### src/design/wls_pkg.sv
// Shared types and codes for the wavetable LFO sequencer.
// No dependencies; imported by wavetable_lfo_sequencer_core.
package wls_pkg;

    // Fixed field widths
    localparam int CFG_INDEX_W = 4;
    localparam int CFG_DATA_W  = 64;
    localparam int VAL_W       = 7;
    localparam int PHASE_W     = 8;
    localparam int STEP_W      = 6;
    localparam int DEST_W      = 5;
    localparam int ROUTE_W     = 19;
    localparam int NUM_FX      = 4;
    localparam logic [VAL_W-1:0] VAL_MAX = 7'd127;
    localparam logic [3:0] LAST_TICK_PHASE = 4'd11;

    // Configuration register indexes
    localparam logic [CFG_INDEX_W-1:0] CFG_LFO_MODE     = 4'd0;
    localparam logic [CFG_INDEX_W-1:0] CFG_SPEED        = 4'd1;
    localparam logic [CFG_INDEX_W-1:0] CFG_OFFSET_MODE  = 4'd2;
    localparam logic [CFG_INDEX_W-1:0] CFG_STEP_LENGTH  = 4'd3;
    localparam logic [CFG_INDEX_W-1:0] CFG_TRIGGER_MASK = 4'd4;
    localparam logic [CFG_INDEX_W-1:0] CFG_ENABLE       = 4'd5;
    localparam logic [CFG_INDEX_W-1:0] CFG_ROUTE_BASE   = 4'd6;

    // LFO modes
    localparam logic [1:0] MODE_FREE    = 2'd0;
    localparam logic [1:0] MODE_ONESHOT = 2'd2;

    typedef enum logic [1:0] {
        CMD_TICK   = 2'd0,
        CMD_LOAD   = 2'd1,
        CMD_OFFSET = 2'd2
    } command_t;

    typedef enum logic [1:0] {
        ST_IDLE,
        ST_SCAN,
        ST_CALC,
        ST_UPDATE
    } state_t;

    typedef struct packed {
        logic [1:0] command;
        logic [3:0] clock_phase;
        logic       slot_select;
        logic [5:0] table_index;
        logic [6:0] table_value;
        logic [4:0] dest_select;
        logic [6:0] offset_value;
    } cmd_word_t;

    typedef struct packed {
        logic       target_is_fx;
        logic [3:0] target_index;
        logic [6:0] param_number;
        logic [6:0] mod_value;
        logic       last;
    } res_word_t;

endpackage

### src/design/wavetable_lfo_sequencer_core.sv
// Wavetable LFO sequencer: top level with sequencer, wave memory and output register.
// Depends on wls_pkg for word types, command codes and register indexes.
//
// Usage:
//   cmd/cmd_valid/cmd_ready carries command words: clock tick, wave sample load,
//   base offset load. res/res_valid/res_ready carries one word per routed slot
//   on an enabled tick, slots in order, with last set on the tick's final word.
//   Configuration is written through cfg_wr_en/cfg_index/cfg_data; the user must
//   write it only while idle, as the block does not enforce this. Load and offset
//   commands finish on acceptance. On a tick each routed slot passes the wave
//   memory read, then the shared value adder/clamp; other slots skip the value
//   stage; an update state then sets phase and step. The first result is registered
//   after the scan and value states. cmd_ready is low while a tick is in progress.
//   A stalled receiver holds the result register; the sequencer waits in the
//   value stage until the word is taken, so nothing is lost or repeated.
//   Reset clears phase, divider, step counter, offsets and configuration;
//   wave memory contents are undefined until loaded. No clearing pass.
module wavetable_lfo_sequencer_core
    import wls_pkg::*;
#(
    parameter int WAVE_LENGTH = 48,
    parameter int NUM_SLOTS   = 2,
    parameter int NUM_TRACKS  = 16
)
(
    input  logic                   clk,
    input  logic                   rst_n,
    input  logic                   cfg_wr_en,
    input  logic [CFG_INDEX_W-1:0] cfg_index,
    input  logic [CFG_DATA_W-1:0]  cfg_data,
    input  cmd_word_t              cmd,
    input  logic                   cmd_valid,
    output logic                   cmd_ready,
    output res_word_t              res,
    output logic                   res_valid,
    input  logic                   res_ready
);

    localparam int SPAN      = WAVE_LENGTH + 1;
    localparam int MEM_DEPTH = NUM_SLOTS * SPAN;
    localparam int ADDR_W    = (MEM_DEPTH > 1) ? $clog2(MEM_DEPTH) : 1;
    localparam int SLOT_W    = (NUM_SLOTS > 1) ? $clog2(NUM_SLOTS) : 1;
    localparam logic [ADDR_W-1:0]  SPAN_A    = ADDR_W'(SPAN);
    localparam logic [PHASE_W-1:0] PHASE_END = PHASE_W'(WAVE_LENGTH);
    localparam logic [SLOT_W-1:0]  SLOT_LAST = SLOT_W'(NUM_SLOTS - 1);
    localparam logic [DEST_W-1:0]  DEST_TRK  = DEST_W'(NUM_TRACKS);
    localparam logic [DEST_W-1:0]  DEST_MAX  = DEST_W'(NUM_TRACKS + NUM_FX);

    // Configuration
    logic [1:0]         lfo_mode_reg;
    logic [6:0]         speed_reg;
    logic               offset_mode_reg;
    logic [6:0]         step_length_reg;
    logic [63:0]        trigger_mask_reg;
    logic               enable_reg;
    logic [ROUTE_W-1:0] route_reg [NUM_SLOTS];

    // LFO state
    logic [PHASE_W-1:0] phase_reg, phase_next;
    logic [6:0]         hold_reg, hold_next;
    logic [STEP_W-1:0]  step_reg, step_next;
    logic [VAL_W-1:0]   offset_reg [NUM_SLOTS];

    // Sequencer
    state_t             state_reg, state_next;
    logic [SLOT_W-1:0]  slot_reg, slot_next;
    logic               adv_step_reg;
    logic               res_valid_reg, res_valid_next;
    res_word_t          res_reg, res_next;

    // Wave memory
    logic [VAL_W-1:0]   wave_mem [MEM_DEPTH];
    logic [VAL_W-1:0]   rd_data_reg;
    logic               rd_ok_reg;
    logic [ADDR_W-1:0]  wr_addr, rd_addr;
    logic               wr_en;

    logic               accept;
    logic               slot_active [NUM_SLOTS];
    logic               later_active;
    logic               retrigger;

    // Value unit
    logic [DEST_W-1:0]  cur_dest;
    logic [VAL_W-1:0]   cur_depth, sub_amt, wave_val;
    logic signed [9:0]  sum;
    logic [VAL_W-1:0]   clamped;

    assign accept    = cmd_valid && cmd_ready;
    assign cmd_ready = (state_reg == ST_IDLE);
    assign res       = res_reg;
    assign res_valid = res_valid_reg;

    always_comb
    begin
        for (int s = 0; s < NUM_SLOTS; s++)
        begin
            slot_active[s] = (route_reg[s][18:14] != '0) &&
                             (route_reg[s][18:14] <= DEST_MAX);
        end
        later_active = 1'b0;
        for (int s = 0; s < NUM_SLOTS; s++)
        begin
            if ((SLOT_W'(s) > slot_reg) && slot_active[s])
                later_active = 1'b1;
        end
    end

    // Configuration writes
    always_ff @(posedge clk or negedge rst_n)
    begin
        if (!rst_n)
        begin
            lfo_mode_reg     <= '0;
            speed_reg        <= '0;
            offset_mode_reg  <= 1'b0;
            step_length_reg  <= 7'd16;
            trigger_mask_reg <= '0;
            enable_reg       <= 1'b0;
            for (int s = 0; s < NUM_SLOTS; s++)
                route_reg[s] <= '0;
        end
        else if (cfg_wr_en)
        begin
            priority case (cfg_index)
                CFG_LFO_MODE:     lfo_mode_reg     <= cfg_data[1:0];
                CFG_SPEED:        speed_reg        <= cfg_data[6:0];
                CFG_OFFSET_MODE:  offset_mode_reg  <= cfg_data[0];
                CFG_STEP_LENGTH:  step_length_reg  <= cfg_data[6:0];
                CFG_TRIGGER_MASK: trigger_mask_reg <= cfg_data;
                CFG_ENABLE:       enable_reg       <= cfg_data[0];
                default:
                begin
                    for (int s = 0; s < NUM_SLOTS; s++)
                    begin
                        if (cfg_index == CFG_INDEX_W'(int'(CFG_ROUTE_BASE) + s))
                            route_reg[s] <= cfg_data[ROUTE_W-1:0];
                    end
                end
            endcase
        end
    end

    // Base offsets follow the destination of each route
    always_ff @(posedge clk or negedge rst_n)
    begin
        if (!rst_n)
        begin
            for (int s = 0; s < NUM_SLOTS; s++)
                offset_reg[s] <= '0;
        end
        else if (accept && cmd.command == CMD_OFFSET)
        begin
            for (int s = 0; s < NUM_SLOTS; s++)
            begin
                if (route_reg[s][18:14] == cmd.dest_select)
                    offset_reg[s] <= cmd.offset_value;
            end
        end
    end

    // Wave memory: one write port, one registered read port
    assign wr_en   = accept && (cmd.command == CMD_LOAD) &&
                     (int'(cmd.slot_select) < NUM_SLOTS) &&
                     (int'(cmd.table_index) <= WAVE_LENGTH);
    assign wr_addr = ADDR_W'(cmd.slot_select) * SPAN_A + ADDR_W'(cmd.table_index);
    assign rd_addr = ADDR_W'(slot_reg) * SPAN_A + ADDR_W'(phase_reg);

    always_ff @(posedge clk)
    begin
        if (wr_en)
            wave_mem[wr_addr] <= cmd.table_value;
        if (state_reg == ST_SCAN)
        begin
            rd_data_reg <= wave_mem[rd_addr];
            rd_ok_reg   <= (phase_reg <= PHASE_END);
        end
    end

    // Shared value unit: offset + wave - depth (or depth/2), clamp to 0..127
    always_comb
    begin
        cur_dest  = route_reg[slot_reg][18:14];
        cur_depth = route_reg[slot_reg][6:0];
        sub_amt   = offset_mode_reg ? cur_depth : (cur_depth >> 1);
        wave_val  = rd_ok_reg ? rd_data_reg : '0;
        sum       = $signed({3'b000, offset_reg[slot_reg]}) +
                    $signed({3'b000, wave_val}) -
                    $signed({3'b000, sub_amt});
        if (sum > $signed(10'(VAL_MAX)))
            clamped = VAL_MAX;
        else if (sum < 0)
            clamped = '0;
        else
            clamped = sum[VAL_W-1:0];
    end

    assign retrigger = (cmd.clock_phase == 4'd0) && (lfo_mode_reg != MODE_FREE) &&
                       trigger_mask_reg[step_reg];

    // Sequencer next state and phase/step update
    always_comb
    begin
        logic [PHASE_W-1:0] ph;
        logic [6:0]         hold_inc;
        logic [6:0]         len_m1;

        state_next     = state_reg;
        slot_next      = slot_reg;
        res_valid_next = res_valid_reg;
        res_next       = res_reg;
        phase_next     = phase_reg;
        hold_next      = hold_reg;
        step_next      = step_reg;
        ph             = phase_reg;
        hold_inc       = hold_reg + 7'd1;
        len_m1         = (step_length_reg == '0) ? 7'd0 : step_length_reg - 7'd1;

        // Drop the result word once taken
        if (res_valid_reg && res_ready)
            res_valid_next = 1'b0;

        unique case (state_reg)
            ST_IDLE:
            begin
                if (accept && cmd.command == CMD_TICK)
                begin
                    if (retrigger)
                        phase_next = '0;
                    slot_next  = '0;
                    state_next = ST_SCAN;
                end
            end
            ST_SCAN:
            begin
                if (enable_reg && slot_active[slot_reg])
                    state_next = ST_CALC;
                else if (slot_reg == SLOT_LAST)
                    state_next = ST_UPDATE;
                else
                    slot_next = slot_reg + SLOT_W'(1);
            end
            ST_CALC:
            begin
                // Hold until the output register is free
                if (!res_valid_reg || res_ready)
                begin
                    res_valid_next        = 1'b1;
                    res_next.target_is_fx = (cur_dest > DEST_TRK);
                    res_next.target_index = (cur_dest > DEST_TRK) ?
                                            4'(cur_dest - DEST_TRK - DEST_W'(1)) :
                                            4'(cur_dest - DEST_W'(1));
                    res_next.param_number = route_reg[slot_reg][13:7];
                    res_next.mod_value    = clamped;
                    res_next.last         = !later_active;
                    if (slot_reg == SLOT_LAST)
                        state_next = ST_UPDATE;
                    else
                    begin
                        slot_next  = slot_reg + SLOT_W'(1);
                        state_next = ST_SCAN;
                    end
                end
            end
            ST_UPDATE:
            begin
                if (speed_reg == '0)
                    ph = phase_reg + PHASE_W'(2);
                else if (hold_inc >= speed_reg - 7'd1)
                begin
                    hold_next = '0;
                    ph        = phase_reg + PHASE_W'(1);
                end
                else
                    hold_next = hold_inc;
                if (ph > PHASE_END)
                    ph = (lfo_mode_reg == MODE_ONESHOT) ? PHASE_END : '0;
                phase_next = ph;
                if (adv_step_reg)
                begin
                    if ({1'b0, step_reg} >= len_m1)
                        step_next = '0;
                    else
                        step_next = step_reg + STEP_W'(1);
                end
                state_next = ST_IDLE;
            end
            default:
                state_next = ST_IDLE;
        endcase
    end

    always_ff @(posedge clk or negedge rst_n)
    begin
        if (!rst_n)
        begin
            state_reg     <= ST_IDLE;
            slot_reg      <= '0;
            res_valid_reg <= 1'b0;
            phase_reg     <= '0;
            hold_reg      <= '0;
            step_reg      <= '0;
            adv_step_reg  <= 1'b0;
        end
        else
        begin
            state_reg     <= state_next;
            slot_reg      <= slot_next;
            res_valid_reg <= res_valid_next;
            phase_reg     <= phase_next;
            hold_reg      <= hold_next;
            step_reg      <= step_next;
            if (accept)
                adv_step_reg <= (cmd.clock_phase == LAST_TICK_PHASE);
        end
    end

    always_ff @(posedge clk)
    begin
        res_reg <= res_next;
    end

    // Checks
    a_tick_starts_scan: assert property (@(posedge clk) disable iff (!rst_n)
        accept && cmd.command == CMD_TICK |=> state_reg == ST_SCAN)
        else $error("tick did not start slot scan");

    a_calc_after_scan: assert property (@(posedge clk) disable iff (!rst_n)
        state_reg == ST_CALC |-> $past(state_reg) == ST_SCAN || $past(state_reg) == ST_CALC)
        else $error("value stage entered without memory read");

    a_update_to_idle: assert property (@(posedge clk) disable iff (!rst_n)
        state_reg == ST_UPDATE |=> state_reg == ST_IDLE && phase_reg <= PHASE_END)
        else $error("phase update left phase out of table");

    a_no_overwrite: assert property (@(posedge clk) disable iff (!rst_n)
        res_valid_reg && !res_ready && state_reg == ST_CALC |=> $stable(res_reg))
        else $error("pending result overwritten");

endmodule

### config.mk
export PLATFORM = sky130hd
export DESIGN_NAME = wavetable_lfo_sequencer_core
export DESIGN_NICKNAME = d
export VERILOG_FILES = /design/src/design/wls_pkg.sv /design/src/design/wavetable_lfo_sequencer_core.sv
export SDC_FILE = /design/constraint.sdc
export NUM_CORES = 1
export LEC_CHECK = 0
export BUFFER_PORTS_ARGS = -buffer_cell sky130_fd_sc_hd__buf_2
export CORE_ASPECT_RATIO = 1.25
export CORE_MARGIN = 2
export CORE_UTILIZATION = 60
export CTS_CLUSTER_DIAMETER = 200
export DETAILED_ROUTE_END_ITERATION = 8
export PLACE_DENSITY_LB_ADDON = 0.3
export SYNTH_ARGS = -nofsm -noshare
export SYNTH_HDL_FRONTEND = slang
export SYNTH_SLANG_ARGS = --single-unit
### constraint.sdc
create_clock -name clk -period 5.26 [get_ports clk]
set_input_delay 0.526 -clock clk [delete_from_list [all_inputs] [get_ports clk]]
set_output_delay 0.526 -clock clk [all_outputs]
set_load 0.05 [all_outputs]
; Word-level counts from Yosys, hierarchy flattened
; Memories as Yosys holds them, arrays and structs flattened. A register that Yosys moved wholly into a read port is not among the register bits.
; Index checks and enable logic that the tools add are counted.
; W data, S select, Z words.
[totals]
reg_bits = 181
ram_bits = 686
in_bits = 105
out_inout_bits = 22
elab_cells = 166
mem_count = 1
[op_classes]
add_sub_neg = 14
n_mul = 2
n_lt_le_gt_ge = 14
eq_ne = 21
muxes = 44
bitwise_logic = 3
reduce_logical = 44
[mem_list]
columns = memory, depth, word_bits, rd, rd_clocked_by_memory_dff, write_ports, line
row1 = wave_mem, 98, 7, 1, 1, 1, wavetable_lfo_sequencer_core.sv:72  ; logic [VAL_W-1:0] wave_mem [MEM_DEPTH];
[op_table]
columns = op, n
row1 = $mux W19, 3
row2 = $mux W7, 8
row3 = $mux W8, 6
row4 = $reduce_and A2 Y1, 11
row5 = $eq A4 B3 Y1 const B, 4
row6 = $pmux W8 S2, 1
row7 = $mux W1, 15
row8 = $logic_not A7 Y1, 2
row9 = $mul A1 B6 Y7 const B, 2
row10 = $sub A7 B1 Y7 const B, 2
row11 = $logic_and A1 B1 Y1, 13
row12 = $mux W6, 2
row13 = $reduce_and A3 Y1, 4
row14 = $sub A4 B1 Y4 const B, 3
row15 = $eq A5 B5 Y1, 2
row16 = $le A5 B5 Y1 const B, 2
row17 = $mux W2, 5
row18 = $reduce_bool A5 Y1, 2
row19 = $gt A9 B8 Y1 const B, 1
row20 = $lt A9 B1 Y1 const B, 1
row21 = $sub A8 B7 Y9, 1
row22 = $add A7 B7 Y8, 1
row23 = $add A8 B1 Y8 const B, 1
row24 = $add A8 B2 Y8 const B, 1
row25 = 36 further kinds, 49

; Logic depth before layout (Yosys ltp)
[depth]
depth_word = 8
depth_mapped = 16
depth_no_buf = 14

; Least setup slack after synthesis
; Ideal clock, no wire load.
[synth_timing]
kind = register -> register
start = reg slot_reg
end = reg res_reg, in the netlist res[1] (data pin)
setup_time_ns = 0.286
arrival_ns = 3.779
t_required_ns = 4.974
slack_ns = 1.195
path_stages_with_launch = 14
n_path_buf = 3
synth_period_minus_slack_ns = 4.065
path_cell_list = dfrtp_1 clkbuf_1 clkbuf_1 clkbuf_1 mux2i_1 fa_1 inv_1 ha_1 a21oi_1 o21ai_0 a21o_1 a21o_1 a211oi_1 a21oi_1
[synth_between]
elab_chain_len = 8
elab_cells_between_ends = 13
[synth_lines]
columns = element, line
row1 = "start, declared", wavetable_lfo_sequencer_core.sv:66  ; logic [SLOT_W-1:0] slot_reg, slot_next;
row2 = "start signal, assigned", wavetable_lfo_sequencer_core.sv:308  ; slot_reg <= slot_next;
row3 = $not A1 Y2 (not written as such) (*), "wavetable_lfo_sequencer_core.sv:184, wavetable_lfo_sequencer_core.sv:187"
row4 = $mux W7 (not written as such) or $mux W19 (tied branches) (3 in series), --
row5 = $add A7 B7 Y8 or $mux W7 (tied branches), "wavetable_lfo_sequencer_core.sv:187, wavetable_lfo_sequencer_core.sv:185"
row6 = $sub A8 B7 Y9 (*), wavetable_lfo_sequencer_core.sv:188  ; $signed({3'b000, wave_val}) -
row7 = $lt A9 B1 Y1, wavetable_lfo_sequencer_core.sv:192  ; else if (sum < 0)
row8 = $mux W7, wavetable_lfo_sequencer_core.sv:192
row9 = "end signal, assigned", wavetable_lfo_sequencer_core.sv:320  ; res_reg <= res_next;
row10 = "end, declared", wavetable_lfo_sequencer_core.sv:69  ; res_word_t res_reg, res_next;
; Every way passes the cells marked *; elsewhere a longest branch is shown, timed or not. The select of a mux whose other input is x is not followed.
; A chain may end at the register's enable or synchronous reset.

; Final worst setup path
[layout_timing]
start = reg slot_reg
end = reg res_reg, in the netlist res[4] (data pin)
; The elaborated chain is that of the path after synthesis.

==> impl_metrics.csv <==
group,metric,value,unit
outcome,outcome,"completed",
cts,clk_latency,0.63,ns
timing,relSlewSlack,0.2216,
timing,setup_violations,0,
drt,drt_wl_total,81560,um
timing,min_period,4.153,ns
cts,htreeDepth,3,
worst_setup_path,cp.required,5.59,ns
floorplanning,core_area,60660,um2
drt,dr.pass1.iters,5,
min_path,worstHoldStart,"cfg_data[21]",
cts,cts_resized,0,
yosys,synth_top_area_cell,"edfxtp_1",
global_routing,grt_pass1_wl,124100,um
yosys,synthArstFlopShare,0.1831,
yosys,syn_nets,2138,
worst_setup_path,cp_slowest_stage_delay,0.61,ns
placed_design,hpwl,51610,um
timing,rsz0062_at_grt,"no",
drt,via_per_inst,6.456,
yosys,synth_area_per_cell,18.50,um2
yosys,synth_most_common_cell,"edfxtp_1",
yosys,ys_ff_latch,874,
cts,clk_pin_slew,0.06,ns
floorplanning,die_h,280.5,um
worst_setup_path,cp.arrival,4.48,ns
yosys,ys_seq_area_frac,0.6932,
yosys,ys_types,66,
timing,tightest_slew,1.168,ns
yosys,yosysTopAreaCellShare,0.5841,
global_routing,grt_max_degree,99,
final_layout,syn_to_final_growth,11.64,%
placed_design,portBuffers,126,
floorplanning,die-area,63180,um2
cts,clockBufferDepth,3,
pwr,p_leak,0.01419,uW
floorplanning,pin_count,127,
worst_setup_path,crit_path_cell_trace,"buf_4 > mux4_2 > fa_1 > inv_1 > ha_1 > a21oi_1 > o21ai_0 > a21o_1 > a21o_1 > a211oi_1 > a21oi_1",
floorplanning,initial_core_util,0.6051,
worst_setup_path,cp_max_fo,22,
timing,finalCritPeriodShare,0.7896,
drt,drc,0,
min_path,hp-class,"input pin to flip-flop",
placed_design,gp_congestion,0.8439,
pwr,worst_ir_drop_vdd,0.3676,mV
worst_setup_path,reg2reg_setup_slack,1.11,ns
final_layout,layout.nets,2292,
drt,via_count,19230,
drt,drt_iter0_drc,1806,
pwr,power-per-cell-area,507.9,nW/um2
yosys,netlist_area,36710,um2
timing,hold_viol_final,0,
timing,tns,0,ns
yosys,ys_top_cells_by_area,"edfxtp_1 (58%), mux4_2 (14%), dfrtp_1 (11%)",
worst_setup_path,r2r_end,"res[4]$_SDFFCE_PN1P_",
yosys,synth_edf_count,714,
drt,ant_nets,0,
timing,fmax,240.8,MHz
global_routing,grt_overflow,0,
global_routing,grt_pass1_vias,19880,
worst_setup_path,slowest_stage,"a211oi_1",
global_routing,grt_usage,0.2655,
timing,clock-skew-final,0.01743,ns
worst_setup_path,criticalPathCategory,"flip-flop to flip-flop",
yosys,ys_top_cells_by_count,"edfxtp_1 (714), mux4_2 (228), dfrtp_1 (159)",
worst_setup_path,end_kind,"flip-flop",
timing,finalMaxSlewViolations,0,
yosys,synthCells,1984,
cts,cts_tree,"yes",
cts,cts_inserted_buffers,82,
worst_setup_path,critPathLaunchType,"flip-flop",
worst_setup_path,r2r_start,"slot_reg$_DFFE_PN0P_",
final_layout,finish.utilization,0.6756,
yosys,synth-main-ff-cell,"edfxtp_1",
floorplanning,fp.dieW,225.2,um
drt,detail_route.wl_per_cell,27.38,um
min_path,holdPathStages,2,
floorplanning,rows,101,
final_layout,layout-drive-gt1-share,0.3118,
cts,cts_sinks,874,
job,drv_cap,0,
worst_setup_path,rr_worst_depth,11,
min_path,hold_path_end,"trigger_mask_reg[21]$_DFFE_PN0P_",
final_layout,largest_reg_flops,686,
timing,whs,0.1358,ns
cts,clockRootBuffer,"clkbuf_16",
global_routing,antenna_found_initial,7,
yosys,synth-warning-count,0,
metal layers:
metal,track usage,vias to the layer above,part of all wire
met2,0.4619,865,0.53
met1,0.3400,10020,0.37
li1,-,8206,-
met3,0.03843,143,0.069
met5,0,-,0
met4,0.1032,0,0.034
worst max-delay path: cells and delay by family, from the launching register on:
kind	cells	cell delay, ns
muxes	1	0.56
buffers and inverters	2	0.45
DFF	1	0.58
adders and majority gates	2	0.80
AOI/OAI and AO/OA	6	1.45
cells by family after synthesis:
kind of cell / Yosys count / share of synthesized area
adder cells (fa/ha/maj): 49 / 0.01813
AO/OA/AOI/OAI: 135 / 0.02403
AND/OR/NAND/NOR: 326 / 0.04043
flip-flops: 874 / 0.6932
buffers and inverters: 131 / 0.01469
XOR/XNOR: 43 / 0.01026
multiplexers: 426 / 0.1992
worst max-delay path by stage:
stage / start / to / slack, ns / depth (start not counted)
floorplan: slot_reg$_DFFE_PN0P_ / res[1]$_SDFFCE_PN1P_ / 1.19 / 13
detailed placement: slot_reg$_DFFE_PN0P_ / res[4]$_SDFFCE_PN1P_ / 1.12 / 11
CTS: slot_reg$_DFFE_PN0P_ / res[4]$_SDFFCE_PN1P_ / 1.11 / 11
finish: slot_reg$_DFFE_PN0P_ / res[4]$_SDFFCE_PN1P_ / 1.11 / 11
global route: state_reg[1]$_DFFE_PN0P_ / wave_mem[60][1]$_DFFE_PP_ / 0.79 / 8
global placement: slot_reg$_DFFE_PN0P_ / res[4]$_SDFFCE_PN1P_ / 1.28 / 11
timing repair:
action,in CTS,in global routing
setup buffers,0,0
hold buffers,1,0
hold endpoints to repair,23,0
area by class of cell:
cell class / count / area, um2
inverters: 37 / 138.9
multi-input cells: 979 / 10790
flip-flops and latches: 874 / 25450
clock buffers: 95 / 2165
fillers: 3862 / 19680
well taps: 772 / 965.9
repair buffers: 164 / 999.7
diodes: 7 / 17.52
clock inverters: 51 / 459.2
metrics by stage:
step	worst slack [ns]	power, uW	area [um2]	std cells
after CTS	1.110	20950	40960	2972
final	1.107	20820	40980	2979
after global routing	0.7875	21690	40980	2979
after floorplan	1.195	13300	36710	1984
after detailed placement	1.123	15160	38330	2825
after global placement	1.275	15000	38330	2825
cell usage in the layout, fill, tap and decap left out, types with 5 or more instances in the layout:
cell type / Yosys / routed
o211ai_1: 10 / 10
fa_1: 7 / 7
clkinv_2: 0 / 16
dfrtp_1: 159 / 158
mux2i_1: 41 / 41
xor2_1: 23 / 22
buf_12: 0 / 6
nor2_1: 124 / 124
nor2b_1: 8 / 8
mux2_2: 157 / 157
xnor2_1: 20 / 18
nor4_1: 5 / 5
and3_1: 5 / 5
clkbuf_16: 0 / 85
clkinvlp_4: 0 / 6
clkbuf_1: 62 / 10
clkinv_1: 0 / 13
nand3b_1: 5 / 5
buf_4: 2 / 31
and2_1: 11 / 11
nand2b_1: 8 / 7
bufinv_16: 0 / 7
edfxtp_1: 714 / 714
nand2_1: 96 / 96
inv_1: 37 / 37
a31oi_1: 5 / 5
o21ai_0: 30 / 30
buf_2: 26 / 125
ha_1: 42 / 40
mux4_2: 228 / 228
diode_2: 0 / 7
clkinv_4: 0 / 5
a21o_1: 11 / 11
nor3_1: 14 / 14
nand3_1: 24 / 24
a21oi_1: 21 / 21
o21ai_1: 17 / 17
power by group:
group	switching [uW]	leakage (uW)	internal [uW]
sequential	331	0.00843	7960
clock	2510	0.00128	3300
combinational	3450	0.00449	3260
total	6290	0.0142	14500
(Power assumes the default switching activity.)
